$ cat src/sv/ccp_pkg.sv
// ----------------------------------------------------------------------------
// ccp_pkg: shared types, constants and functions of the Clarke/Park block
// Fixed-point widths, the quarter-wave sine table and the saturation helper.
// ----------------------------------------------------------------------------
package ccp_pkg;

	localparam int ADC_BITS      = 12;
	localparam int CUR_BITS      = 16;
	localparam int ANGLE_BITS    = 16;
	localparam int SINE_DEPTH    = 256;
	localparam int SINE_IDX_W    = $clog2(SINE_DEPTH);
	localparam int GAIN_BITS     = 16;
	localparam int GAIN_SHIFT    = 8;
	localparam int Q15_SHIFT     = 15;
	localparam int INV_SQRT3_Q15 = 18919;
	localparam int ROUND_Q15     = 16384;
	localparam int OUT_BITS      = 16;
	localparam int SAT_IN_W      = 48;
	localparam int SINE_VAL_W    = 15;

	localparam longint unsigned HALF_PI_Q30 = 64'd1686629713;

	// Taylor term divisors (2k)*(2k+1) for k = 1..8
	localparam longint unsigned TAYLOR_DIV [1:8] = '{
		64'd6, 64'd20, 64'd42, 64'd72, 64'd110, 64'd156, 64'd210, 64'd272
	};

	// Scaled phase product: (ADC_BITS+1)-bit difference times (GAIN_BITS+1)-bit gain
	localparam int PROD_W = ADC_BITS + 1 + GAIN_BITS + 1;

	typedef logic signed [CUR_BITS-1:0] cur_t;
	typedef logic signed [OUT_BITS-1:0] out_t;
	typedef logic [SINE_VAL_W-1:0]      sine_val_t;
	typedef sine_val_t                  sine_tab_t [0:SINE_DEPTH];

	typedef enum logic [1:0] {
		CFG_OFFSET_A,
		CFG_OFFSET_B,
		CFG_CURRENT_GAIN
	} cfg_index_t;

	typedef enum logic [1:0] {
		QUAD_0,
		QUAD_1,
		QUAD_2,
		QUAD_3
	} quad_t;

	typedef struct packed {
		logic val_clip;
		out_t val;
	} sat_t;

	typedef struct packed {
		logic clipped;
		out_t i_quadrature;
		out_t i_direct;
		out_t i_beta;
		out_t i_alpha;
	} result_t;

	localparam logic signed [SAT_IN_W-1:0] SAT_HI = SAT_IN_W'((1 << (OUT_BITS - 1)) - 1);
	localparam logic signed [SAT_IN_W-1:0] SAT_LO = -SAT_HI - SAT_IN_W'(1);

	// Clamp to signed OUT_BITS and flag the clip
	function automatic sat_t sat_out(input logic signed [SAT_IN_W-1:0] v);
		sat_t r;
		r.val_clip = 1'b0;
		r.val      = v[OUT_BITS-1:0];
		if (v > SAT_HI) begin
			r.val_clip = 1'b1;
			r.val      = SAT_HI[OUT_BITS-1:0];
		end else if (v < SAT_LO) begin
			r.val_clip = 1'b1;
			r.val      = SAT_LO[OUT_BITS-1:0];
		end
		return r;
	endfunction

	// Quarter-wave sine in Q1.15, Taylor series in Q30, evaluated at elaboration
	function automatic sine_tab_t build_sine_tab();
		sine_tab_t       tab;
		longint unsigned x;
		longint unsigned term;
		longint          sum;
		for (int i = 0; i <= SINE_DEPTH; i++) begin
			x    = (longint'(i) * HALF_PI_Q30) >> SINE_IDX_W;
			term = x;
			sum  = longint'(x);
			for (int k = 1; k <= 8; k++) begin
				term = (term * x) >> 30;
				term = ((term * x) >> 30) / TAYLOR_DIV[k];
				if (k[0])
					sum = sum - longint'(term);
				else
					sum = sum + longint'(term);
			end
			if (sum < 0)
				sum = 0;
			tab[i] = SINE_VAL_W'(((longint'(sum) * 32767) + (longint'(1) << 29)) >> 30);
		end
		return tab;
	endfunction

	localparam sine_tab_t SINE_TAB = build_sine_tab();

endpackage

$ cat src/sv/ccp_out_buf.sv
// ----------------------------------------------------------------------------
// ccp_out_buf: output register with skid stage
// Holds the result for the receiver; a second entry catches the item that
// leaves the pipeline in the cycle the receiver stalls.
// ----------------------------------------------------------------------------
module ccp_out_buf (
	input  logic             clk,
	input  logic             arst_n,
	input  logic             push,
	input  ccp_pkg::result_t res_in,
	input  logic             m_tready,
	output logic             m_tvalid,
	output ccp_pkg::result_t res_out,
	output logic             room
);
	import ccp_pkg::*;

	logic    out_valid_q;
	logic    skid_valid_q;
	result_t out_q;
	result_t skid_q;
	logic    out_free;

	assign out_free = ~out_valid_q | m_tready;

	always_ff @(posedge clk or negedge arst_n) begin
		if (!arst_n) begin
			out_valid_q  <= 1'b0;
			skid_valid_q <= 1'b0;
		end else if (out_free) begin
			if (skid_valid_q) begin
				out_valid_q  <= 1'b1;
				skid_valid_q <= 1'b0;
			end else begin
				out_valid_q  <= push;
			end
		end else if (push) begin
			skid_valid_q <= 1'b1;
		end
	end

	always_ff @(posedge clk) begin
		if (out_free) begin
			if (skid_valid_q)
				out_q <= skid_q;
			else if (push)
				out_q <= res_in;
		end else if (push) begin
			skid_q <= res_in;
		end
	end

	assign m_tvalid = out_valid_q;
	assign res_out  = out_q;
	assign room     = ~skid_valid_q;

	// skid entry is only ever behind a full output register
	a_skid_behind_out: assert property (@(posedge clk) disable iff (!arst_n)
		skid_valid_q |-> out_valid_q)
		else $error("skid entry held while output register empty");

	// a pushed item is never lost
	a_push_lands: assert property (@(posedge clk) disable iff (!arst_n)
		push |=> out_valid_q)
		else $error("pushed result did not reach the output");

	// push only while the skid entry is free
	a_push_room: assert property (@(posedge clk) disable iff (!arst_n)
		push |-> !skid_valid_q)
		else $error("result pushed into a full skid stage");

	// a taken result with a waiting skid entry refills the output at once
	a_skid_drain: assert property (@(posedge clk) disable iff (!arst_n)
		(out_valid_q && m_tready && skid_valid_q) |=> (out_valid_q && !skid_valid_q))
		else $error("skid entry not moved to output");

endmodule
$ cat config.mk
export PLATFORM = sky130hd
export DESIGN_NAME = ccp_out_buf
export DESIGN_NICKNAME = d
export VERILOG_FILES = /design/src/sv/ccp_pkg.sv /design/src/sv/ccp_out_buf.sv
export SDC_FILE = /design/constraint.sdc
export NUM_CORES = 1
export LEC_CHECK = 0
export ABC_AREA = 0
export BUFFER_PORTS_ARGS = -buffer_cell sky130_fd_sc_hd__buf_4
export CORE_MARGIN = 2
export CORE_UTILIZATION = 25
export CTS_CLUSTER_SIZE = 10
export DETAILED_ROUTE_END_ITERATION = 7
export GPL_TIMING_DRIVEN = 0
export PLACE_DENSITY = 0.42
export SYNTH_ARGS = -nofsm -noshare
export SYNTH_HDL_FRONTEND = slang
export SYNTH_SLANG_ARGS = --single-unit
$ cat constraint.sdc
create_clock -name clk -period 5.73 [get_ports clk]
set_clock_uncertainty 0.2 [all_clocks]
set_input_delay 1.146 -clock clk [delete_from_list [all_inputs] [get_ports clk]]
set_output_delay 1.146 -clock clk [all_outputs]
set_load 0.1 [all_outputs]
* Yosys cells after proc, flatten, opt, wreduce, memory -nomap -nowiden *
Index checks and enable logic that the tools add are counted.

storage, ports and cells
  register bits after elaboration = 132
  bits in latches = 0
  bits in writable memories = 0
  memory bits (read-only) = 0
  input port bits = 69
  output and inout port bits = 67
  logic and storage cells = 25
  memories = 0

cells by class
  add/sub/neg operators = 0
  multiply operators = 0
  div/mod/pow operators = 0
  order comparisons = 0
  equality and inequality tests = 0
  shift operators = 0
  muxes and demuxes = 5
  bitwise logic cells = 4
  reduce and logical (&&, ||, !) cells = 4

operators by type and width
  operator             count
  2-to-1 mux 65 bit    2
  AND reduction 2 bit  2
  nonzero test 2 bit   2
  2-to-1 mux 1 bit     3
  NOT 1 bit            3
  bitwise OR 1 bit     1

* Logic depth before layout (Yosys ltp) *
  depth after elaboration = 4
  depth in mapped cells = 4
  depth with buffers taken out = 2

* Worst setup path after synthesis *
OpenSTA, ideal clock, no wires.

  kind = in2reg
  start point = input port push
  end point = register out_q, in the netlist res_out[0] (enable)
  setup time = 510 ps
  arrival = 4,366 ps
  setup slack = 654 ps
  stages on the path = 2
  buffers on the path = 0
  cell sequence = nor2_1 -> a21oi_1

between the ends
  word-level cells in the longest chain between the ends = 2

ends and longest elaborated chain
  item                           RTL line           RTL
  start, declared                ccp_out_buf.sv:9   input logic push,
  nonzero test 2 bit (no line)   -
  AND reduction 2 bit (no line)  -
  end signal, assigned           ccp_out_buf.sv:45  out_q <= skid_q;
  end signal, assigned           ccp_out_buf.sv:47  out_q <= res_in;
  end, declared                  ccp_out_buf.sv:20  result_t out_q;

Every way passes these cells.
A chain may end at the register's enable or synchronous reset.

* Worst setup path in the final report *
  start point = register skid_valid_q
  end point = output port room

between the ends
  word-level cells in the longest chain between the ends = 1

ends and longest elaborated chain
  item                    RTL line           RTL
  start, declared         ccp_out_buf.sv:19  logic skid_valid_q;
  start signal, assigned  ccp_out_buf.sv:29  skid_valid_q <= 1'b0;
  start signal, assigned  ccp_out_buf.sv:33  skid_valid_q <= 1'b0;
  start signal, assigned  ccp_out_buf.sv:38  skid_valid_q <= 1'b1;
  NOT 1 bit               ccp_out_buf.sv:55  assign room = ~skid_valid_q;
  end, declared           ccp_out_buf.sv:14  output logic room

Every way passes these cells.

==> flow_summary.ini <==
[status]
outcome = finished clean

[placement]
dp_hpwl_mm = 6.258
place_ws_ns = 2.935
io_buffer_count = 135
routabilityCongestion = 0.6839

[hold_path]
hold_class = in -> async

[synth]
ys_seq_area_frac = 0.8096
synthDistinctLibCells = 13
synth_nets = 281
synth_top_cell_area_share = 0.7994
netlist_instances = 212
ys_seq_elements = 132
synth.area.top_cells = edfxtp_1 80%, mux2_4 8.6%, mux2_2 8.5%, dfrtp_1 1.0%, buf_6 0.69%
syn_area_sq_um = 4883
yosys_warnings = 0
syn_avg_cell_area_sq_um = 23.04
yosys.area.top_type = edfxtp_1

[global_routing]
grt_overflow = 0
grt_pass1_wl_mm = 14.35
grtUsageMet3 = 0.04365
grt.total_usage = 0.09531
grt_pass1_vias = 2653
met1_usage = 0.1119
busiest_layer = met2
grt_max_degree = 35
use_met2 = 0.1471
antenna_found_initial = 0

[power]
combinationalPowerShare = 0.191
leakage_nw = 2.606
power_density_nw_per_um2 = 393.1
seqPwrFrac = 0.430
irDropWorstVdd_uv = 186.9
p_sw_frac = 0.2899
p_clk_frac = 0.379
p_sw_w = 0.0007814
intPower_w = 0.001914

[sta]
drv_slew = 0
worst_slack_ns = 2.845
setup-tns-final_ns = 0
worst_pin_slew_ns = 0.7657
finalHoldViolCount = 0
clock.fmax_ghz = 0.3466
min_period_over_period = 0.5035
setup_viol = 0
rsz0062_at_grt = no
whs_ns = 0.3121
relSlewSlack = 0.4884
period_minus_slack_ns = 2.885

[cts]
ctsLongestPathBuffers = 2
post-cts-setup-buffers = 0
cts_root_buffer = clkbuf_16
cts-buffers-inserted = 17
clkLatencyLatePin_ns = 0.41
numClockSinks = 132
clk_pin_slew_ns = 0.06
hold_buffers = 0
htree_levels = 4
cts_tree = built
cts_resized = 0

[cells_and_area]
layout-area-overhead-vs-synth_pct = 40.38
drive_gt1_frac = 0.6257
mostFrequentLayoutCells = 136 x buf_4, 130 x edfxtp_1, 37 x mux2_2
mostFrequentLayoutCell = buf_4
antenna_cells = 0
fin_nets = 438

[drt]
post_drt_wl_per_cell_um = 14.71
via_per_inst = 3.842
wl_mm = 9.515
vias = 2486
post-route-drc-count = 0
drt_iter0_drc = 98
first_pass_iters = 4
ant_nets = 0

[die]
rows = 51
die_w_um = 143.8
die_height_um = 143.8
fp.coreArea_sq_um = 19330
start_util = 0.2526
ios = 136
die_area_sq_um = 20670

[setup_path]
r2r_end = res_out[45]
worstPathMaxFanout = 10
crit_arrival_ns = 1.54
r2r-start = skid_valid_q
required_ns = 4.38
cp-start-kind = flop
path_class = reg -> out
end_kind = primary output
rrSetupSlack_ns = 3.37
rr_worst_depth = 5

[run]
cap_viol_max_count = 0
==> power groups by stage <==
stage	sequential, W	clock (W)	combinational, W
after CTS	0.00116	0.00106	0.000523
after detailed placement	0.00118	0	0.000523
after global placement	0.00119	0	0.000512
after floorplan	0.00147	0	0.0000971
final	0.00116	0.00102	0.000515
after global routing	0.00116	0.00110	0.000536
==> logic make-up after synthesis <==
kind of cell           share of synthesized area
DFF                                       0.8096
and+or+nand+nor                         0.004870
muxes                                     0.1714
buffers and inverters                    0.01307
AOI/OAI and AO/OA                       0.001024
==> synth_stat cells <==
library cell	count
edfxtp_1	130
mux2_2	37
mux2_4	28
buf_2	3
buf_6	3
dfrtp_1	2
inv_1	2
nor2_1	2
a21oi_1	1
and3_1	1
buf_4	1
nand2_1	1
nand2b_1	1
==> worst max path at each step <==
| stage | endpoint | from |
|---|---|---|
| after floorplan | res_out[0] | push |
| after global placement | res_out[45] | push |
| after detailed placement | res_out[61] | m_tready |
| after CTS | room | skid_valid_q |
| after global routing | room | skid_valid_q |
| final | room | skid_valid_q |
==> flip-flops by register name, summed over array words and instances, names as in the netlist <==
| register | cells |
|---|---|
| res_out | 65 |
| skid_q | 65 |
| m_tvalid | 1 |
| skid_valid_q | 1 |
==> per-layer routing <==
layer	wire length, um	share of wire	vias up
met5	0	0	-
met4	136	0.014	0
met3	692	0.073	10
met2	4690	0.49	83
met1	3995	0.42	1232
li1	-	-	1161
==> cell type report <==
class | count | area, sq um
Fill cell | 1883 | 12480
Buffer | 7 | 56.30
Sequential cell | 132 | 3954
Inverter | 2 | 7.507
Clock inverter | 12 | 113.9
Clock buffer | 20 | 436.7
Tap cell | 265 | 331.6
Multi-Input combinational cell | 71 | 882.1
Timing Repair Buffer | 138 | 1074
==> critical path: stages (launching register included) <==
cell,delay [ns]
dfrtp_1,0.41
buf_4,0.21
buf_6,0.18
inv_1,0.06
buf_4,0.28
==> stage by stage <==
step	power, W	area, sq um	instances	utilization
floorplan	0.001565	4883	212	-
global placement	0.001700	6228	612	0.3221
detailed placement	0.001702	6305	615	0.3261
CTS	0.002745	6855	647	0.3546
global route	0.002802	6855	647	0.3546
finish	0.002695	6855	647	0.3546
(Power assumes the default switching activity.)
