===== config.mk =====
export PLATFORM = sky130hd
export DESIGN_NAME = ccp_clarke_park
export DESIGN_NICKNAME = d
export VERILOG_FILES = /design/src/sv/ccp_pkg.sv /design/src/sv/ccp_clarke_park.sv
export SDC_FILE = /design/constraint.sdc
export NUM_CORES = 2
export LEC_CHECK = 0
export BUFFER_PORTS_ARGS = -buffer_cell sky130_fd_sc_hd__buf_4
export CAP_MARGIN = 10
export CORE_MARGIN = 4
export CORE_UTILIZATION = 45
export CTS_CLUSTER_DIAMETER = 120
export CTS_CLUSTER_SIZE = 14
export DETAILED_ROUTE_END_ITERATION = 10
export PLACE_DENSITY = 0.59
export SYNTH_ARGS = -nofsm -noshare
export SYNTH_HDL_FRONTEND = slang
export SYNTH_SLANG_ARGS = --single-unit

===== constraint.sdc =====
create_clock -name clk -period 15.9 [get_ports clk]
set_input_delay 1.59 -clock clk [delete_from_list [all_inputs] [get_ports clk]]
set_output_delay 1.59 -clock clk [all_outputs]
set_load 0.02 [all_outputs]

===== src/sv/ccp_pkg.sv =====
// ----------------------------------------------------------------------------
// ccp_pkg: shared types, constants and functions of the Clarke/Park block
// Fixed-point widths, the quarter-wave sine table and the saturation helper.
// ----------------------------------------------------------------------------
package ccp_pkg;

	localparam int ADC_BITS      = 12;
	localparam int CUR_BITS      = 16;
	localparam int ANGLE_BITS    = 16;
	localparam int SINE_DEPTH    = 256;
	localparam int SINE_IDX_W    = $clog2(SINE_DEPTH);
	localparam int GAIN_BITS     = 16;
	localparam int GAIN_SHIFT    = 8;
	localparam int Q15_SHIFT     = 15;
	localparam int INV_SQRT3_Q15 = 18919;
	localparam int ROUND_Q15     = 16384;
	localparam int OUT_BITS      = 16;
	localparam int SAT_IN_W      = 48;
	localparam int SINE_VAL_W    = 15;

	localparam longint unsigned HALF_PI_Q30 = 64'd1686629713;

	// Taylor term divisors (2k)*(2k+1) for k = 1..8
	localparam longint unsigned TAYLOR_DIV [1:8] = '{
		64'd6, 64'd20, 64'd42, 64'd72, 64'd110, 64'd156, 64'd210, 64'd272
	};

	// Scaled phase product: (ADC_BITS+1)-bit difference times (GAIN_BITS+1)-bit gain
	localparam int PROD_W = ADC_BITS + 1 + GAIN_BITS + 1;

	typedef logic signed [CUR_BITS-1:0] cur_t;
	typedef logic signed [OUT_BITS-1:0] out_t;
	typedef logic [SINE_VAL_W-1:0]      sine_val_t;
	typedef sine_val_t                  sine_tab_t [0:SINE_DEPTH];

	typedef enum logic [1:0] {
		CFG_OFFSET_A,
		CFG_OFFSET_B,
		CFG_CURRENT_GAIN
	} cfg_index_t;

	typedef enum logic [1:0] {
		QUAD_0,
		QUAD_1,
		QUAD_2,
		QUAD_3
	} quad_t;

	typedef struct packed {
		logic val_clip;
		out_t val;
	} sat_t;

	typedef struct packed {
		logic clipped;
		out_t i_quadrature;
		out_t i_direct;
		out_t i_beta;
		out_t i_alpha;
	} result_t;

	localparam logic signed [SAT_IN_W-1:0] SAT_HI = SAT_IN_W'((1 << (OUT_BITS - 1)) - 1);
	localparam logic signed [SAT_IN_W-1:0] SAT_LO = -SAT_HI - SAT_IN_W'(1);

	// Clamp to signed OUT_BITS and flag the clip
	function automatic sat_t sat_out(input logic signed [SAT_IN_W-1:0] v);
		sat_t r;
		r.val_clip = 1'b0;
		r.val      = v[OUT_BITS-1:0];
		if (v > SAT_HI) begin
			r.val_clip = 1'b1;
			r.val      = SAT_HI[OUT_BITS-1:0];
		end else if (v < SAT_LO) begin
			r.val_clip = 1'b1;
			r.val      = SAT_LO[OUT_BITS-1:0];
		end
		return r;
	endfunction

	// Quarter-wave sine in Q1.15, Taylor series in Q30, evaluated at elaboration
	function automatic sine_tab_t build_sine_tab();
		sine_tab_t       tab;
		longint unsigned x;
		longint unsigned term;
		longint          sum;
		for (int i = 0; i <= SINE_DEPTH; i++) begin
			x    = (longint'(i) * HALF_PI_Q30) >> SINE_IDX_W;
			term = x;
			sum  = longint'(x);
			for (int k = 1; k <= 8; k++) begin
				term = (term * x) >> 30;
				term = ((term * x) >> 30) / TAYLOR_DIV[k];
				if (k[0])
					sum = sum - longint'(term);
				else
					sum = sum + longint'(term);
			end
			if (sum < 0)
				sum = 0;
			tab[i] = SINE_VAL_W'(((longint'(sum) * 32767) + (longint'(1) << 29)) >> 30);
		end
		return tab;
	endfunction

	localparam sine_tab_t SINE_TAB = build_sine_tab();

endpackage


===== src/sv/ccp_clarke_park.sv =====
// ----------------------------------------------------------------------------
// ccp_clarke_park: Clarke and Park rotation
// Stage 3 forms the beta products, stage 4 rounds and saturates beta,
// stage 5 forms the four rotation products; the final sum, round and
// saturate feed the output register.
// ----------------------------------------------------------------------------
module ccp_clarke_park (
	input  logic             clk,
	input  logic             en,
	input  ccp_pkg::cur_t    a_s2,
	input  ccp_pkg::cur_t    b_s2,
	input  logic             clip_s2,
	input  ccp_pkg::out_t    sin_s3,
	input  ccp_pkg::out_t    cos_s3,
	output ccp_pkg::result_t res
);
	import ccp_pkg::*;

	localparam int PA_W  = CUR_BITS + 17;
	localparam int PB_W  = CUR_BITS + 18;
	localparam int BS_W  = CUR_BITS + 19;
	localparam int ROT_W = 2 * OUT_BITS;
	localparam int RS_W  = ROT_W + 2;

	localparam logic signed [16:0] K1 = 17'(INV_SQRT3_Q15);
	localparam logic signed [17:0] K2 = 18'(2 * INV_SQRT3_Q15);
	localparam logic signed [BS_W-1:0] RND_B = BS_W'(ROUND_Q15);
	localparam logic signed [RS_W-1:0] RND_R = RS_W'(ROUND_Q15);

	sat_t                     alpha_sat;
	logic signed [PA_W-1:0]   pa_s3;
	logic signed [PB_W-1:0]   pb_s3;
	out_t                     alpha_s3;
	logic                     clip_s3;
	out_t                     sin_s4;
	out_t                     cos_s4;
	out_t                     alpha_s4;
	out_t                     beta_s4;
	logic                     clip_s4;
	logic signed [BS_W-1:0]   beta_sum;
	logic signed [BS_W-1:0]   beta_shr;
	sat_t                     beta_sat;
	logic signed [ROT_W-1:0]  ac_s5;
	logic signed [ROT_W-1:0]  bs_s5;
	logic signed [ROT_W-1:0]  bc_s5;
	logic signed [ROT_W-1:0]  as_s5;
	out_t                     alpha_s5;
	out_t                     beta_s5;
	logic                     clip_s5;
	logic signed [RS_W-1:0]   d_sum;
	logic signed [RS_W-1:0]   q_sum;
	logic signed [RS_W-1:0]   d_shr;
	logic signed [RS_W-1:0]   q_shr;
	sat_t                     d_sat;
	sat_t                     q_sat;

	assign alpha_sat = sat_out(SAT_IN_W'(a_s2));

	always_ff @(posedge clk) begin
		if (en) begin
			pa_s3    <= PA_W'(a_s2) * PA_W'(K1);
			pb_s3    <= PB_W'(b_s2) * PB_W'(K2);
			alpha_s3 <= alpha_sat.val;
			clip_s3  <= clip_s2 | alpha_sat.val_clip;
		end
	end

	assign beta_sum = BS_W'(pa_s3) + BS_W'(pb_s3) + RND_B;
	assign beta_shr = beta_sum >>> Q15_SHIFT;
	assign beta_sat = sat_out(SAT_IN_W'(beta_shr));

	always_ff @(posedge clk) begin
		if (en) begin
			alpha_s4 <= alpha_s3;
			beta_s4  <= beta_sat.val;
			clip_s4  <= clip_s3 | beta_sat.val_clip;
			sin_s4   <= sin_s3;
			cos_s4   <= cos_s3;
		end
	end

	always_ff @(posedge clk) begin
		if (en) begin
			ac_s5    <= ROT_W'(alpha_s4) * ROT_W'(cos_s4);
			bs_s5    <= ROT_W'(beta_s4) * ROT_W'(sin_s4);
			bc_s5    <= ROT_W'(beta_s4) * ROT_W'(cos_s4);
			as_s5    <= ROT_W'(alpha_s4) * ROT_W'(sin_s4);
			alpha_s5 <= alpha_s4;
			beta_s5  <= beta_s4;
			clip_s5  <= clip_s4;
		end
	end

	assign d_sum = RS_W'(ac_s5) + RS_W'(bs_s5) + RND_R;
	assign q_sum = RS_W'(bc_s5) - RS_W'(as_s5) + RND_R;
	assign d_shr = d_sum >>> Q15_SHIFT;
	assign q_shr = q_sum >>> Q15_SHIFT;
	assign d_sat = sat_out(SAT_IN_W'(d_shr));
	assign q_sat = sat_out(SAT_IN_W'(q_shr));

	always_comb begin
		res.i_alpha      = alpha_s5;
		res.i_beta       = beta_s5;
		res.i_direct     = d_sat.val;
		res.i_quadrature = q_sat.val;
		res.clipped      = clip_s5 | d_sat.val_clip | q_sat.val_clip;
	end

endmodule


### Yosys cells after proc, flatten, opt, wreduce, memory -nomap -nowiden

Cells that the tools add are included.

* output and inout bits: 65
* input port bits: 67
* register bits: 307
* word-level logic and storage cells: 48

* magnitude comparators: 8
* mux-type cells: 8
* $add $sub $neg: 6
* bitwise logic cells: 4
* multiply operators: 6

Operators with widths (count)
* 2-to-1 mux 17 bit: 8
* multiplier 16 x 16 -> 32 bit: 4
* adder 33 x 16 -> 34 bit (second input constant): 2
* multiplier 16 x 16 -> 32 bit (second input constant): 2
* greater-than comparator 19 x 16 -> 1 bit (second input constant): 2
* < comparator 19 x 16 -> 1 bit (second input constant): 2
* adder 34 x 16 -> 35 bit (second input constant): 1
* adder 32 x 33 -> 34 bit: 1
* adder 32 x 32 -> 33 bit: 1
* subtractor 32 x 32 -> 33 bit: 1
* greater-than comparator 20 x 16 -> 1 bit (second input constant): 1
* < comparator 20 x 16 -> 1 bit (second input constant): 1
* greater-than comparator 16 bit (second input constant): 1
* < comparator 16 bit (second input constant): 1
* bitwise OR 1 bit: 4

### Logic depth before layout (Yosys ltp)

* word-level depth: 7
* mapped depth: 27
* mapped depth without buffers: 26

### Worst setup path before layout

OpenSTA, ideal clock, no wires.

* path type: input port to flip-flop
* start point: in b_s2[14]
* end point: reg pb_s3[31] (data pin)
* stages: 21
* buffers on the path: 0
* required time: 15638 ps
* slack: 8678 ps
* data arrival time: 6960 ps
* cells stage by stage: inv_1 -> ha_1 -> inv_1 -> fa_1 -> inv_1 -> fa_1 -> fa_1 -> fa_1 -> fa_1 -> inv_1 -> ha_1 -> and4_1 -> a221o_1 -> or3_1 -> o22a_1 -> nand4_1 -> a31oi_1 -> and4_1 -> a2111oi_4 -> a21oi_1 -> xor2_1

* longest elaborated chain between the ends: 1

Ends and longest elaborated chain
* start, declared: RTL line ccp_clarke_park.sv:11 `input ccp_pkg::cur_t b_s2,`
* multiplier 16 x 16 -> 32 bit: RTL line ccp_clarke_park.sv:62 `pb_s3 <= PB_W'(b_s2) * PB_W'(K2);`
* end signal, assigned: RTL line ccp_clarke_park.sv:62
* end, declared: RTL line ccp_clarke_park.sv:32 `logic signed [PB_W-1:0] pb_s3;`

No other way between the ends.
A chain may end at the register's enable or synchronous reset.

### Worst setup path in the final report

* start point: reg cos_s4[15]
* end point: reg bc_s5[31] (data pin)

* longest elaborated chain between the ends: 1

Ends and longest elaborated chain
* start, declared: RTL line ccp_clarke_park.sv:36 `out_t cos_s4;`
* start signal, assigned: RTL line ccp_clarke_park.sv:78 `cos_s4 <= cos_s3;`
* multiplier 16 x 16 -> 32 bit: RTL line ccp_clarke_park.sv:86 `bc_s5 <= ROT_W'(beta_s4) * ROT_W'(cos_s4);`
* end signal, assigned: RTL line ccp_clarke_park.sv:86
* end, declared: RTL line ccp_clarke_park.sv:45 `logic signed [ROT_W-1:0] bc_s5;`

No other way between the ends.

==> out/metrics.cfg <==
[outcome]
outcome = completed

[critical_path]
crit_buf_inv = 4
crit_start = cos_s4[15]$_DFFE_PP_
crit_arrival_ps = 7690
critPathMaxFanout = 25
worstSetupEndpointType = register
critPathSlowestCell = edfxtp_1
cp.required_ps = 16240
reg2reg_from = cos_s4[15]$_DFFE_PP_
critPathMaxStageDelay_ps = 920
crit_type = reg2reg
cp-start-kind = register
cp_top_family = adder cells
cp_num_cells = 23
cpMostUsedCell = fa_1
reg2reg_depth = 23
crit_chain = inv_1, buf_4, nor2_1, fa_1, fa_1, fa_1, fa_1, fa_1, inv_1, fa_1, inv_1, ha_1, a21o_1, a21o_1, a21o_1, a21oi_1, o21ai_0, or3_1, o211a_1, o21a_1, o21ai_0, a21oi_1, xnor2_1

[final_layout]
final_common_cell = inv_1
drive_gt1_frac = 0.0477
most-common-layout-cells = inv_1, fa_1, ha_1
nNetsFinal = 8570
nFillCells = 13300
syn_to_final_growth_pct = 6.39
stdcell_count = 8408

[sta]
min_period_ps = 7350
setup_tns_ps = 0
relSlewSlack = 0.247
setup-violations-final = 0
achievable-frequency_mhz = 136
worst_clock_skew_ps = 51.8
rsz0062_at_grt = false
final_hold_viol_count = 0
slew_viol_final = 0
period_share = 0.462
worstMarginPinSlew_ps = 1130

[floorplan]
core_um2 = 142000
dieHeight_um = 386
io_pins = 132
die-area_um2 = 149000
rows = 138
start_util = 0.453
die_width_um = 386

[placement]
gp_congestion = 0.867
port_buffers = 131
placedCellCount = 8353
hpwl_um = 121000

[clock_tree]
cts.clk_slew.worst_paths_ps = 70
cts.path.max_buffers = 3
cts_buffers = 34
htree_num_levels = 2
root_buffer = clkbuf_16
cts_resized = 0
post-cts-setup-buffers = 0
clkLatencyLatePin_ps = 620
hold_buffers = 0
cts.sinks = 306
cts_tree = done

[logic_synthesis]
synth_compound_area_frac = 0.0583
synth-main-ff-cell = edfxtp_1
ys.warnings.count = 0
synthMuxAreaShare = 0.00243
ys_types = 83
netlist_instances = 6486
synth_edf_count = 306
synth-adder-area-share = 0.536
syn_area_um2 = 64300
ys_seq_area_frac = 0.143
synth-xor-area-share = 0.0375
async_flop_share = 0
ys_ff_latch = 306
synth_top_family_by_area = adder cells
syn_nets = 8557
synth_simple_gate_area_share = 0.116
avgSynthCellArea_um2 = 9.91

[grt]
gr-usage-all-layers = 0.216
grt_pass1_vias = 45900
antenna_found_initial = 4
grt_max_degree = 67
grt_pass1_wl_um = 252000
gr-total-overflow = 0

[detailed_routing]
route.vias.total = 42800
drc = 0
firstDrtPassIters = 6
ant_nets = 0
vias_per_cell = 5.09
drt-initial-drc-count = 2185
finalWirelength_um = 153000
drt-wirelength-per-cell_um = 18.2

[run]
drv_cap = 0

[min_path]
hp-class = reg2reg
hp-start = alpha_s3[3]$_SDFFCE_PP1P_
hold_depth = 0

metrics by stage:
stage	hold slack, ps	worst slack [ps]	cell area, um^2	util
after floorplan	400	8680	64300	-
after global placement	401	8120	67300	0.475
after detailed placement	405	8120	67300	0.475
after CTS	409	8550	68400	0.482
after global routing	425	8110	68400	0.482
final	411	8550	68400	0.482
cells in the mapped netlist (4+ instances only):
library cell	n	area share
a21o_1	100	0.012
ha_1	754	0.15
and4_1	5	0.00068
o21ai_2	4	0.00055
a221o_1	8	0.0012
nand3_1	33	0.0026
o31ai_1	9	0.0011
a21oi_2	6	0.00082
edfxtp_1	306	0.14
nand4_1	18	0.0018
xor2_1	61	0.0083
o21ai_0	77	0.0060
and2_1	499	0.049
a31oi_1	10	0.00097
o21bai_1	25	0.0029
a211o_1	4	0.00055
or3_1	9	0.00088
nor2b_1	24	0.0023
nand2_1	582	0.034
o21ai_1	16	0.0012
mux2i_1	10	0.0016
xnor2_1	212	0.029
inv_1	1601	0.093
nand2b_1	38	0.0037
buf_1	6	0.00035
o211ai_1	6	0.00070
nor3_1	42	0.0033
clkbuf_1	214	0.012
nor4_1	4	0.00039
o21a_1	33	0.0039
nor2_1	175	0.010
o31a_1	5	0.00068
a31o_2	7	0.00095
a211oi_1	16	0.0019
or2_2	17	0.0017
a41oi_1	5	0.00068
fa_1	1250	0.39
a21boi_0	5	0.00058
a21oi_1	189	0.015
and3_1	27	0.0026
area by class of cell:
| class | count | area (um^2) | share of cell area |
|---|---|---|---|
| Multi-Input combinational cell | 4354 | 48200 | 0.705 |
| Sequential cell | 306 | 9190 | 0.134 |
| Inverter | 1601 | 6010 | 0.0879 |
| Tap cell | 1890 | 2360 | 0.0346 |
| Timing Repair Buffer | 202 | 1520 | 0.0223 |
| Clock buffer | 35 | 876 | 0.0128 |
| Clock inverter | 18 | 195 | 0.00285 |
| Antenna cell | 2 | 5.00 | 0.0000732 |
flip-flops by register name, indices dropped and copies added, names as in the netlist, 31 cells and up:
name,count
as_s5,32
bc_s5,32
ac_s5,32
bs_s5,32
pa_s3,31
pb_s3,32
cells by family after synthesis:
group,after synthesis
fa+ha+maj,2004
buf+inv,1826
simple gates,1494
compound gates,568
flops,306
xor+xnor,274
mux,14
per-layer routing:
layer  vias up  share of wire  GRT usage
li1      19800              -          -
met1     22100           0.43      0.288
met2       785           0.49      0.371
met3       195          0.039     0.0216
met4         0          0.038     0.0719
met5         -              0          0
path summary, 6_finish.rpt:
kind	slack [ps]	to
worst max-delay path	8550	bc_s5[31]$_DFFE_PP_
worst min-delay path	410	alpha_s4[3]$_DFFE_PP_
worst max register to register	8550	bc_s5[31]$_DFFE_PP_
worst min register to register	410	alpha_s4[3]$_DFFE_PP_
Power is left out: the tool's default activity adds up to more than one toggle a clock period on the data nets, which glitch-free logic cannot reach.
