<file path="src/sv/ccp_pkg.sv">
// ----------------------------------------------------------------------------
// ccp_pkg: shared types, constants and functions of the Clarke/Park block
// Fixed-point widths, the quarter-wave sine table and the saturation helper.
// ----------------------------------------------------------------------------
package ccp_pkg;

	localparam int ADC_BITS      = 12;
	localparam int CUR_BITS      = 16;
	localparam int ANGLE_BITS    = 16;
	localparam int SINE_DEPTH    = 256;
	localparam int SINE_IDX_W    = $clog2(SINE_DEPTH);
	localparam int GAIN_BITS     = 16;
	localparam int GAIN_SHIFT    = 8;
	localparam int Q15_SHIFT     = 15;
	localparam int INV_SQRT3_Q15 = 18919;
	localparam int ROUND_Q15     = 16384;
	localparam int OUT_BITS      = 16;
	localparam int SAT_IN_W      = 48;
	localparam int SINE_VAL_W    = 15;

	localparam longint unsigned HALF_PI_Q30 = 64'd1686629713;

	// Taylor term divisors (2k)*(2k+1) for k = 1..8
	localparam longint unsigned TAYLOR_DIV [1:8] = '{
		64'd6, 64'd20, 64'd42, 64'd72, 64'd110, 64'd156, 64'd210, 64'd272
	};

	// Scaled phase product: (ADC_BITS+1)-bit difference times (GAIN_BITS+1)-bit gain
	localparam int PROD_W = ADC_BITS + 1 + GAIN_BITS + 1;

	typedef logic signed [CUR_BITS-1:0] cur_t;
	typedef logic signed [OUT_BITS-1:0] out_t;
	typedef logic [SINE_VAL_W-1:0]      sine_val_t;
	typedef sine_val_t                  sine_tab_t [0:SINE_DEPTH];

	typedef enum logic [1:0] {
		CFG_OFFSET_A,
		CFG_OFFSET_B,
		CFG_CURRENT_GAIN
	} cfg_index_t;

	typedef enum logic [1:0] {
		QUAD_0,
		QUAD_1,
		QUAD_2,
		QUAD_3
	} quad_t;

	typedef struct packed {
		logic val_clip;
		out_t val;
	} sat_t;

	typedef struct packed {
		logic clipped;
		out_t i_quadrature;
		out_t i_direct;
		out_t i_beta;
		out_t i_alpha;
	} result_t;

	localparam logic signed [SAT_IN_W-1:0] SAT_HI = SAT_IN_W'((1 << (OUT_BITS - 1)) - 1);
	localparam logic signed [SAT_IN_W-1:0] SAT_LO = -SAT_HI - SAT_IN_W'(1);

	// Clamp to signed OUT_BITS and flag the clip
	function automatic sat_t sat_out(input logic signed [SAT_IN_W-1:0] v);
		sat_t r;
		r.val_clip = 1'b0;
		r.val      = v[OUT_BITS-1:0];
		if (v > SAT_HI) begin
			r.val_clip = 1'b1;
			r.val      = SAT_HI[OUT_BITS-1:0];
		end else if (v < SAT_LO) begin
			r.val_clip = 1'b1;
			r.val      = SAT_LO[OUT_BITS-1:0];
		end
		return r;
	endfunction

	// Quarter-wave sine in Q1.15, Taylor series in Q30, evaluated at elaboration
	function automatic sine_tab_t build_sine_tab();
		sine_tab_t       tab;
		longint unsigned x;
		longint unsigned term;
		longint          sum;
		for (int i = 0; i <= SINE_DEPTH; i++) begin
			x    = (longint'(i) * HALF_PI_Q30) >> SINE_IDX_W;
			term = x;
			sum  = longint'(x);
			for (int k = 1; k <= 8; k++) begin
				term = (term * x) >> 30;
				term = ((term * x) >> 30) / TAYLOR_DIV[k];
				if (k[0])
					sum = sum - longint'(term);
				else
					sum = sum + longint'(term);
			end
			if (sum < 0)
				sum = 0;
			tab[i] = SINE_VAL_W'(((longint'(sum) * 32767) + (longint'(1) << 29)) >> 30);
		end
		return tab;
	endfunction

	localparam sine_tab_t SINE_TAB = build_sine_tab();

endpackage

</file>
<file path="src/sv/ccp_phase_scale.sv">
// ----------------------------------------------------------------------------
// ccp_phase_scale: ADC sample to phase current
// Stage 1 removes the zero offset and multiplies by the gain; stage 2
// floors the product by the gain shift and saturates it.
// ----------------------------------------------------------------------------
module ccp_phase_scale (
	input  logic                          clk,
	input  logic                          en,
	input  logic [ccp_pkg::ADC_BITS-1:0]  adc,
	input  logic [ccp_pkg::ADC_BITS-1:0]  offset,
	input  logic [ccp_pkg::GAIN_BITS-1:0] gain,
	output ccp_pkg::cur_t                 cur_s2,
	output logic                          clip_s2
);
	import ccp_pkg::*;

	logic signed [ADC_BITS:0]   diff;
	logic signed [GAIN_BITS:0]  gain_sx;
	logic signed [PROD_W-1:0]   prod_s1;
	logic signed [PROD_W-1:0]   shifted;
	sat_t                       cur_sat;

	assign diff    = $signed({1'b0, adc}) - $signed({1'b0, offset});
	assign gain_sx = $signed({1'b0, gain});

	always_ff @(posedge clk) begin
		if (en)
			prod_s1 <= PROD_W'(diff) * PROD_W'(gain_sx);
	end

	// arithmetic shift is a floor
	assign shifted = prod_s1 >>> GAIN_SHIFT;
	assign cur_sat = sat_out(SAT_IN_W'(shifted));

	always_ff @(posedge clk) begin
		if (en) begin
			cur_s2  <= cur_sat.val;
			clip_s2 <= cur_sat.val_clip;
		end
	end

endmodule

</file>
<file path="config.mk">
export PLATFORM = sky130hd
export DESIGN_NAME = ccp_phase_scale
export DESIGN_NICKNAME = d
export VERILOG_FILES = /design/src/sv/ccp_pkg.sv /design/src/sv/ccp_phase_scale.sv
export SDC_FILE = /design/constraint.sdc
export NUM_CORES = 1
export LEC_CHECK = 0
export ABC_AREA = 1
export BUFFER_PORTS_ARGS = -buffer_cell sky130_fd_sc_hd__buf_2
export CAP_MARGIN = 10
export CORE_UTILIZATION = 55
export DETAILED_ROUTE_END_ITERATION = 7
export PLACE_DENSITY = 0.73
export SLEW_MARGIN = 30
export SYNTH_ARGS = -nofsm -noshare
export SYNTH_HDL_FRONTEND = slang
export SYNTH_SLANG_ARGS = --single-unit
</file>
<file path="constraint.sdc">
create_clock -name clk -period 15.45 [get_ports clk]
set_input_delay 3.09 -clock clk [delete_from_list [all_inputs] [get_ports clk]]
set_output_delay 3.09 -clock clk [all_outputs]
set_load 0.03 [all_outputs]
</file>
After elaboration in Yosys (flattened, before gate mapping). Cells that the tools add are included.

Flip-flop bits (word level): 47. Logic and storage cells: 8. Output and inout bits: 17.

$lt $le $gt $ge: 2. Mux-type cells: 1. $add $sub $neg: 1. $mul: 1.

Operator list (count): $mul A13 B17 Y30 (1); $gt A22 B16 Y1 const B (1); $lt A22 B16 Y1 const B (1); $mux W17 (1); $sub A12 B12 Y13 (1).

Longest topological paths before layout. Gate-level depths: netlist of run 1.

Depth after elaboration: 2. Gate-level depth with buffers: 32. Gate-level depth less buffers: 31.

Worst setup path after synthesis of run 1. No wires, ideal clock.

Path type: input port to flip-flop. Start: input adc[0] in the netlist's numbering. End: register prod_s1[26], data pin. Path buffers: 1. Arrival time: 8.789 ns. Stages on the path: 27. Setup slack: 6.409 ns. Cells stage by stage: inv_1 ha_1 fa_1 o31ai_2 nand2_1 nand2_1 or2_2 buf_2 nand3_1 fa_1 fa_1 inv_1 fa_1 fa_1 fa_1 inv_1 fa_1 inv_1 ha_1 nand2_1 inv_1 a21oi_1 o21bai_1 a21oi_1 nand2_1 nand2_1 nand2_1.

Longest elaborated chain between the ends: 2.

RTL lines: start: declaration (RTL line ccp_phase_scale.sv:9) `input logic [ccp_pkg::ADC_BITS-1:0] adc,`; $sub A12 B12 Y13 (RTL line ccp_phase_scale.sv:23) `assign diff = $signed({1'b0, adc}) - $signed({1'b0, offset});`; $mul A13 B17 Y30 (RTL line ccp_phase_scale.sv:28) `prod_s1 <= PROD_W'(diff) * PROD_W'(gain_sx);`; end signal: assignment (RTL line ccp_phase_scale.sv:28); end: declaration (RTL line ccp_phase_scale.sv:19) `logic signed [PROD_W-1:0] prod_s1;`.

No other way between the ends. A chain may end at the register's enable or synchronous reset.

Worst setup path after layout of run 1.
Start: input offset[3] in the netlist's numbering. End: register prod_s1[26], data pin.

Longest elaborated chain between the ends: 2.

RTL lines: start: declaration (RTL line ccp_phase_scale.sv:10) `input logic [ccp_pkg::ADC_BITS-1:0] offset,`; $sub A12 B12 Y13 (RTL line ccp_phase_scale.sv:23); $mul A13 B17 Y30 (RTL line ccp_phase_scale.sv:28).

No other way between the ends.

==> flow_summary.ini, run 1 <==
[grt]
antenna_found_initial = 0
grt_pass1_vias = 7447
grt_max_degree = 40
grt-ovfl-total = 0
track_usage_pct = 26.7
grt_pass1_wl_um = 36700

[drt]
drtAntennaViolNets = 0
drc = 0
firstDrtPassIters = 5
vias_per_cell = 5.44
num_vias = 7592
wl_per_cell_um = 15.8
routed_wirelength_um = 22000
drt-initial-drc-count = 628

[sta]
fin_crit_sh_pct = 63.3
setup_viol = 0
final-hold-violation-count = 0
holdWs_ns = 0.515
tightest_slew_ns = 0.862
rsz0062_at_grt = no
fin_crit_ns = 9.78
drv_slew = 0
slew_headroom_pct = 42.3
final.setup_skew_ns = 0.00539
tns_ns = 0
max_freq_mhz = 102

[finish]
final_cell_count_no_fill = 1396
multi_input_area_sq_um = 6990
diodes = 0
finish.utilization_pct = 59.6
final_common_cell = nand2_1
syn_to_final_growth_pct = 6.24
nNetsFinal = 1481
final_cell_mix = nand2_1, inv_1, fa_1
num-fill-cells = 1487
seq_area_sq_um = 1170
layout-drive-gt1-share_pct = 7.91

[cts]
clkLatencyLatePin_ns = 0.28
htreeDepth = 2
postCtsSetupRepairBufs = 0
ctsResizeCount = 0
cts.sinks = 39
clockRootBuffer = clkbuf_16
cts_buffer_depth = 2
clk_pin_slew_worst_paths_ns = 0.06
cts_hold_buf = 0
cts_tree = built
cts_buffers = 5

[die]
rows = 47
die_area_sq_um = 17300
dieHeight_um = 132
io-pin-count = 59
fp.dieW_um = 132
core-area_sq_um = 16500
initial_utilization_pct = 56.1

[logic_synthesis]
synth_cell_types = 39
synth-seq-cells = 39
synth_warnings = 0
synth_area_per_cell_sq_um = 8.10
synthAdderAreaFrac_pct = 48.3
synth_xor_area_share_pct = 1.31
synth_edf_count = 39
synth_ff_type = edfxtp_1
ys_async_sr_fraction_pct = 0
synth_fp_nets = 1447
synth-simple-area-share_pct = 21.5
synth_compound_area_share_pct = 4.66
muxShareOfSynthArea_pct = 0
postSynthCellCount = 1141
synth_top_family_by_area = adder cells
synth.cell_area_sq_um = 9240
ys_seq_area_share_pct = 12.7

[run_status]
outcome = completed

[critical_path]
cp_max_fo = 12
cp.arrival_ns = 9.83
worstSetupStartpointType = primary input
cpPeakStageDelay_ns = 0.54
crit_family = adder cells
path_buf_inv = 7
cp_data_required_time_ns = 15.49
critPathSlowestCell = fa_1
path_common_cell = nand2_1
critPathKind = primary input to flop
cp-end-kind = flop

[placed_design]
io_buffers = 58
hpwl_um = 18700
place_inst = 1388
finalWeightedCongestion = 0.965

[job]
maxCapViolCount = 0

[min_path]
hold_path.class = flop to flop
state kept, by name, summed over array words and instances, names as in the netlist:
signal	count
cur_s2	16
clip_s2	1
prod_s1	22
synthesized netlist by cell type, types with 2 or more instances:
cell type | number | area [sq um]
a21boi_0 | 3 | 22.5
a21o_1 | 3 | 22.5
a21oi_1 | 32 | 160
a21oi_2 | 3 | 26.3
a31oi_1 | 2 | 12.5
buf_2 | 6 | 30.0
buf_4 | 2 | 15.0
buf_6 | 4 | 45.0
clkbuf_1 | 20 | 75.1
edfxtp_1 | 39 | 1170
fa_1 | 154 | 3080
ha_1 | 110 | 1380
inv_1 | 237 | 890
inv_2 | 4 | 15.0
nand2_1 | 264 | 991
nand2_2 | 4 | 25.0
nand3_1 | 61 | 305
nand4_1 | 7 | 43.8
nor2_1 | 113 | 424
nor3_1 | 7 | 35.0
nor4_1 | 2 | 12.5
o21a_1 | 3 | 22.5
o21ai_0 | 15 | 75.1
o21bai_1 | 7 | 52.6
or2_1 | 7 | 43.8
or2_2 | 9 | 56.3
xnor2_1 | 4 | 35.0
xor2_1 | 8 | 70.1
cell type report:
cell class                      instances  share of cell area, %
Inverter                              242                   9.25
Clock buffer                            5                   1.27
Multi-Input combinational cell        828                   71.3
Sequential cell                        39                   11.9
Tap cell                              220                   2.80
Clock inverter                          3                  0.446
Timing Repair Buffer                   59                   3.03
per-stage QoR:
step,area (sq um),setup WS (ns)
after global placement,9650,5.55
final,9820,5.67
after detailed placement,9650,5.48
after floorplan,9240,6.41
after CTS,9820,5.78
after global routing,9820,5.28
tightest hold or removal path, delay by kind of cell (launching register included):
family        cells  cell delay, ns
flops             1            0.31
simple gates      2            0.10
per-layer routing:
| layer | vias to the layer above | routed length [um] | track usage, % |
|---|---|---|---|
| met1 | 3632 | 9170 | 37.9 |
| met5 | - | 0 | 0 |
| met4 | 0 | 518 | 6.27 |
| li1 | 3558 | - | - |
| met3 | 47 | 2080 | 3.51 |
| met2 | 355 | 10300 | 43.3 |
path summary, 6_finish.rpt:
| kind | depth (start not counted) | to | slack (ns) | from |
|---|---|---|---|---|
| setup / recovery | 29 | prod_s1[26] | 5.67 | offset[3] |
| hold / removal | 2 | cur_s2[14] | 0.51 | prod_s1[22] |
| setup reg to reg | 3 | cur_s2[7] | 13.88 | prod_s1[26] |
| hold reg to reg | 2 | cur_s2[14] | 0.51 | prod_s1[22] |
cell families after synthesis:
group,after synthesis
DFF,39
buffers and inverters,274
adders and majority gates,264
and+or+nand+nor,479
xor gates and xnor gates,13
AOI/OAI and AO/OA,72
Power of run 1 is left out: the tool's default activity adds up to more than one toggle a clock period on the data nets, which glitch-free logic cannot reach.
==> inputs of run 2 (changes only) <==
Settings changed: PLACE_DENSITY 0.73 to 0.76.
Clock period 15.45 ns to 8.05 ns, I/O delays scaled along.
==> flow_summary.ini, run 2 (synthesized netlist as in run 1, its figures left out) <==
[cts]
htreeDepth = 2
clkLatencyLatePin_ns = 0.27
cts_tree = built
clk_pin_slew_worst_paths_ns = 0.06
cts.sinks = 39
cts_hold_buf = 0
cts_buffers = 5
clockRootBuffer = clkbuf_16
cts_buffer_depth = 2

[grt]
grt_max_degree = 40
track_usage_pct = 26.9
grt_pass1_vias = 7482
grt_pass1_wl_um = 36800
antenna_found_initial = 0
grt_util_met2_pct = 42.6
met1_usage_pct = 36.8
grt-ovfl-total = 0
grt.busiest_layer = met2
met3_usage_pct = 6.91

[job]
maxCapViolCount = 0

[finish]
top_register = prod_s1
fin_area_sq_um = 10000
diodes = 0
syn_to_final_growth_pct = 8.60
final_common_cell = nand2_1
finish.utilization_pct = 60.9
largestRegisters = prod_s1 x22, cur_s2 x16, clip_s2 x1
nNetsFinal = 1511
num-fill-cells = 1492
final_cell_mix = nand2_1, inv_1, fa_1
largest_reg_flops = 22
layout-drive-gt1-share_pct = 10.5

[critical_path]
cpPeakStageDelay_ns = 0.55
cp-end-kind = flop
critPathKind = primary input to flop
cp_data_required_time_ns = 8.08
worstSetupStartpointType = primary input
cp-startpoint = offset[8]
cp_max_fo = 9
timing.rr.start = prod_s1[28]
path_common_cell = fa_1
rr_worst_depth = 3
critPathSlowestCell = fa_1
cp.arrival_ns = 7.76

[sta]
rsz0062_at_grt = no
setup_viol = 0
drv_slew = 0
slew_headroom_pct = 44.5
fin_crit_ns = 7.72
final.setup_skew_ns = 0.00306
holdWs_ns = 0.514
tightest_slew_ns = 0.832
fin_crit_sh_pct = 95.9
final-hold-violation-count = 0
max_freq_mhz = 129

[die]
fp.dieW_um = 132
rows = 47
die_area_sq_um = 17300
dieHeight_um = 132
core-area_sq_um = 16500
initial_utilization_pct = 56.1
io-pin-count = 59

[min_path]
hold_depth = 2
hp-start = prod_s1[14]
hold_path.class = flop to flop

[run_status]
outcome = completed

[drt]
routed_wirelength_um = 22500
drc = 0
drtAntennaViolNets = 0
drt-initial-drc-count = 710
firstDrtPassIters = 5
vias_per_cell = 5.37
num_vias = 7655
wl_per_cell_um = 15.8

[placed_design]
finalWeightedCongestion = 0.985
placed_area_sq_um = 9850
io_buffers = 58
hpwl_um = 19500
[run 2: changes by cell type in the layout (fill, tap and decap cells not counted), sizes merged]
cell,before,now
clkbuf,5,6
bufinv,1,0
clkinvlp,0,1
buf,59,89
clkinv,3,2
[run 2: cell type report]
class,count,area [sq um],share of cell area [%]
sequential,39,1170,11.7
timing repair buffer,89,523,5.21
clock inverter,2,12.5,0.125
tap,220,275,2.74
clock buffer,6,129,1.28
multi-input combinational,828,7010,69.9
inverter,242,908,9.05
[run 2: worst paths after layout]
path | slack, ns | end
worst max-delay path | 0.33 | prod_s1[25]
worst min-delay path | 0.51 | cur_s2[6]
worst max register to register | 6.55 | cur_s2[10]
worst min register to register | 0.51 | cur_s2[6]
[run 2: routing by layer]
| metal | vias to the layer above | routed length [um] |
|---|---|---|
| li1 | 3615 | - |
| met2 | 341 | 10600 |
| met5 | - | 0 |
| met3 | 55 | 2210 |
| met1 | 3644 | 9130 |
| met4 | 0 | 607 |
[run 2: repair_timing]
action | CTS | global route
endpoints found under the setup margin | 0 | 11
setup buffers | 0 | 3
gates resized for setup | 0 | 7
[run 2: worst max-delay path, delay by kind of cell]
kind	cells	cell delay [ns]
buf+inv	6	0.30
compound gates	5	1.07
xor+xnor	1	0.25
fa+ha+maj	8	3.84
simple gates	5	0.67
[run 2: stage by stage]
stage	std cells	setup WS (ns)	TNS [ns]
global placement	1415	0.0284	0
finish	1426	0.326	0
global route	1426	0.0158	0
detailed placement	1415	-0.0316	-0.0316
CTS	1423	0.237	0
floorplan	1141	0.489	0
Power of run 2 is left out for the same reason.
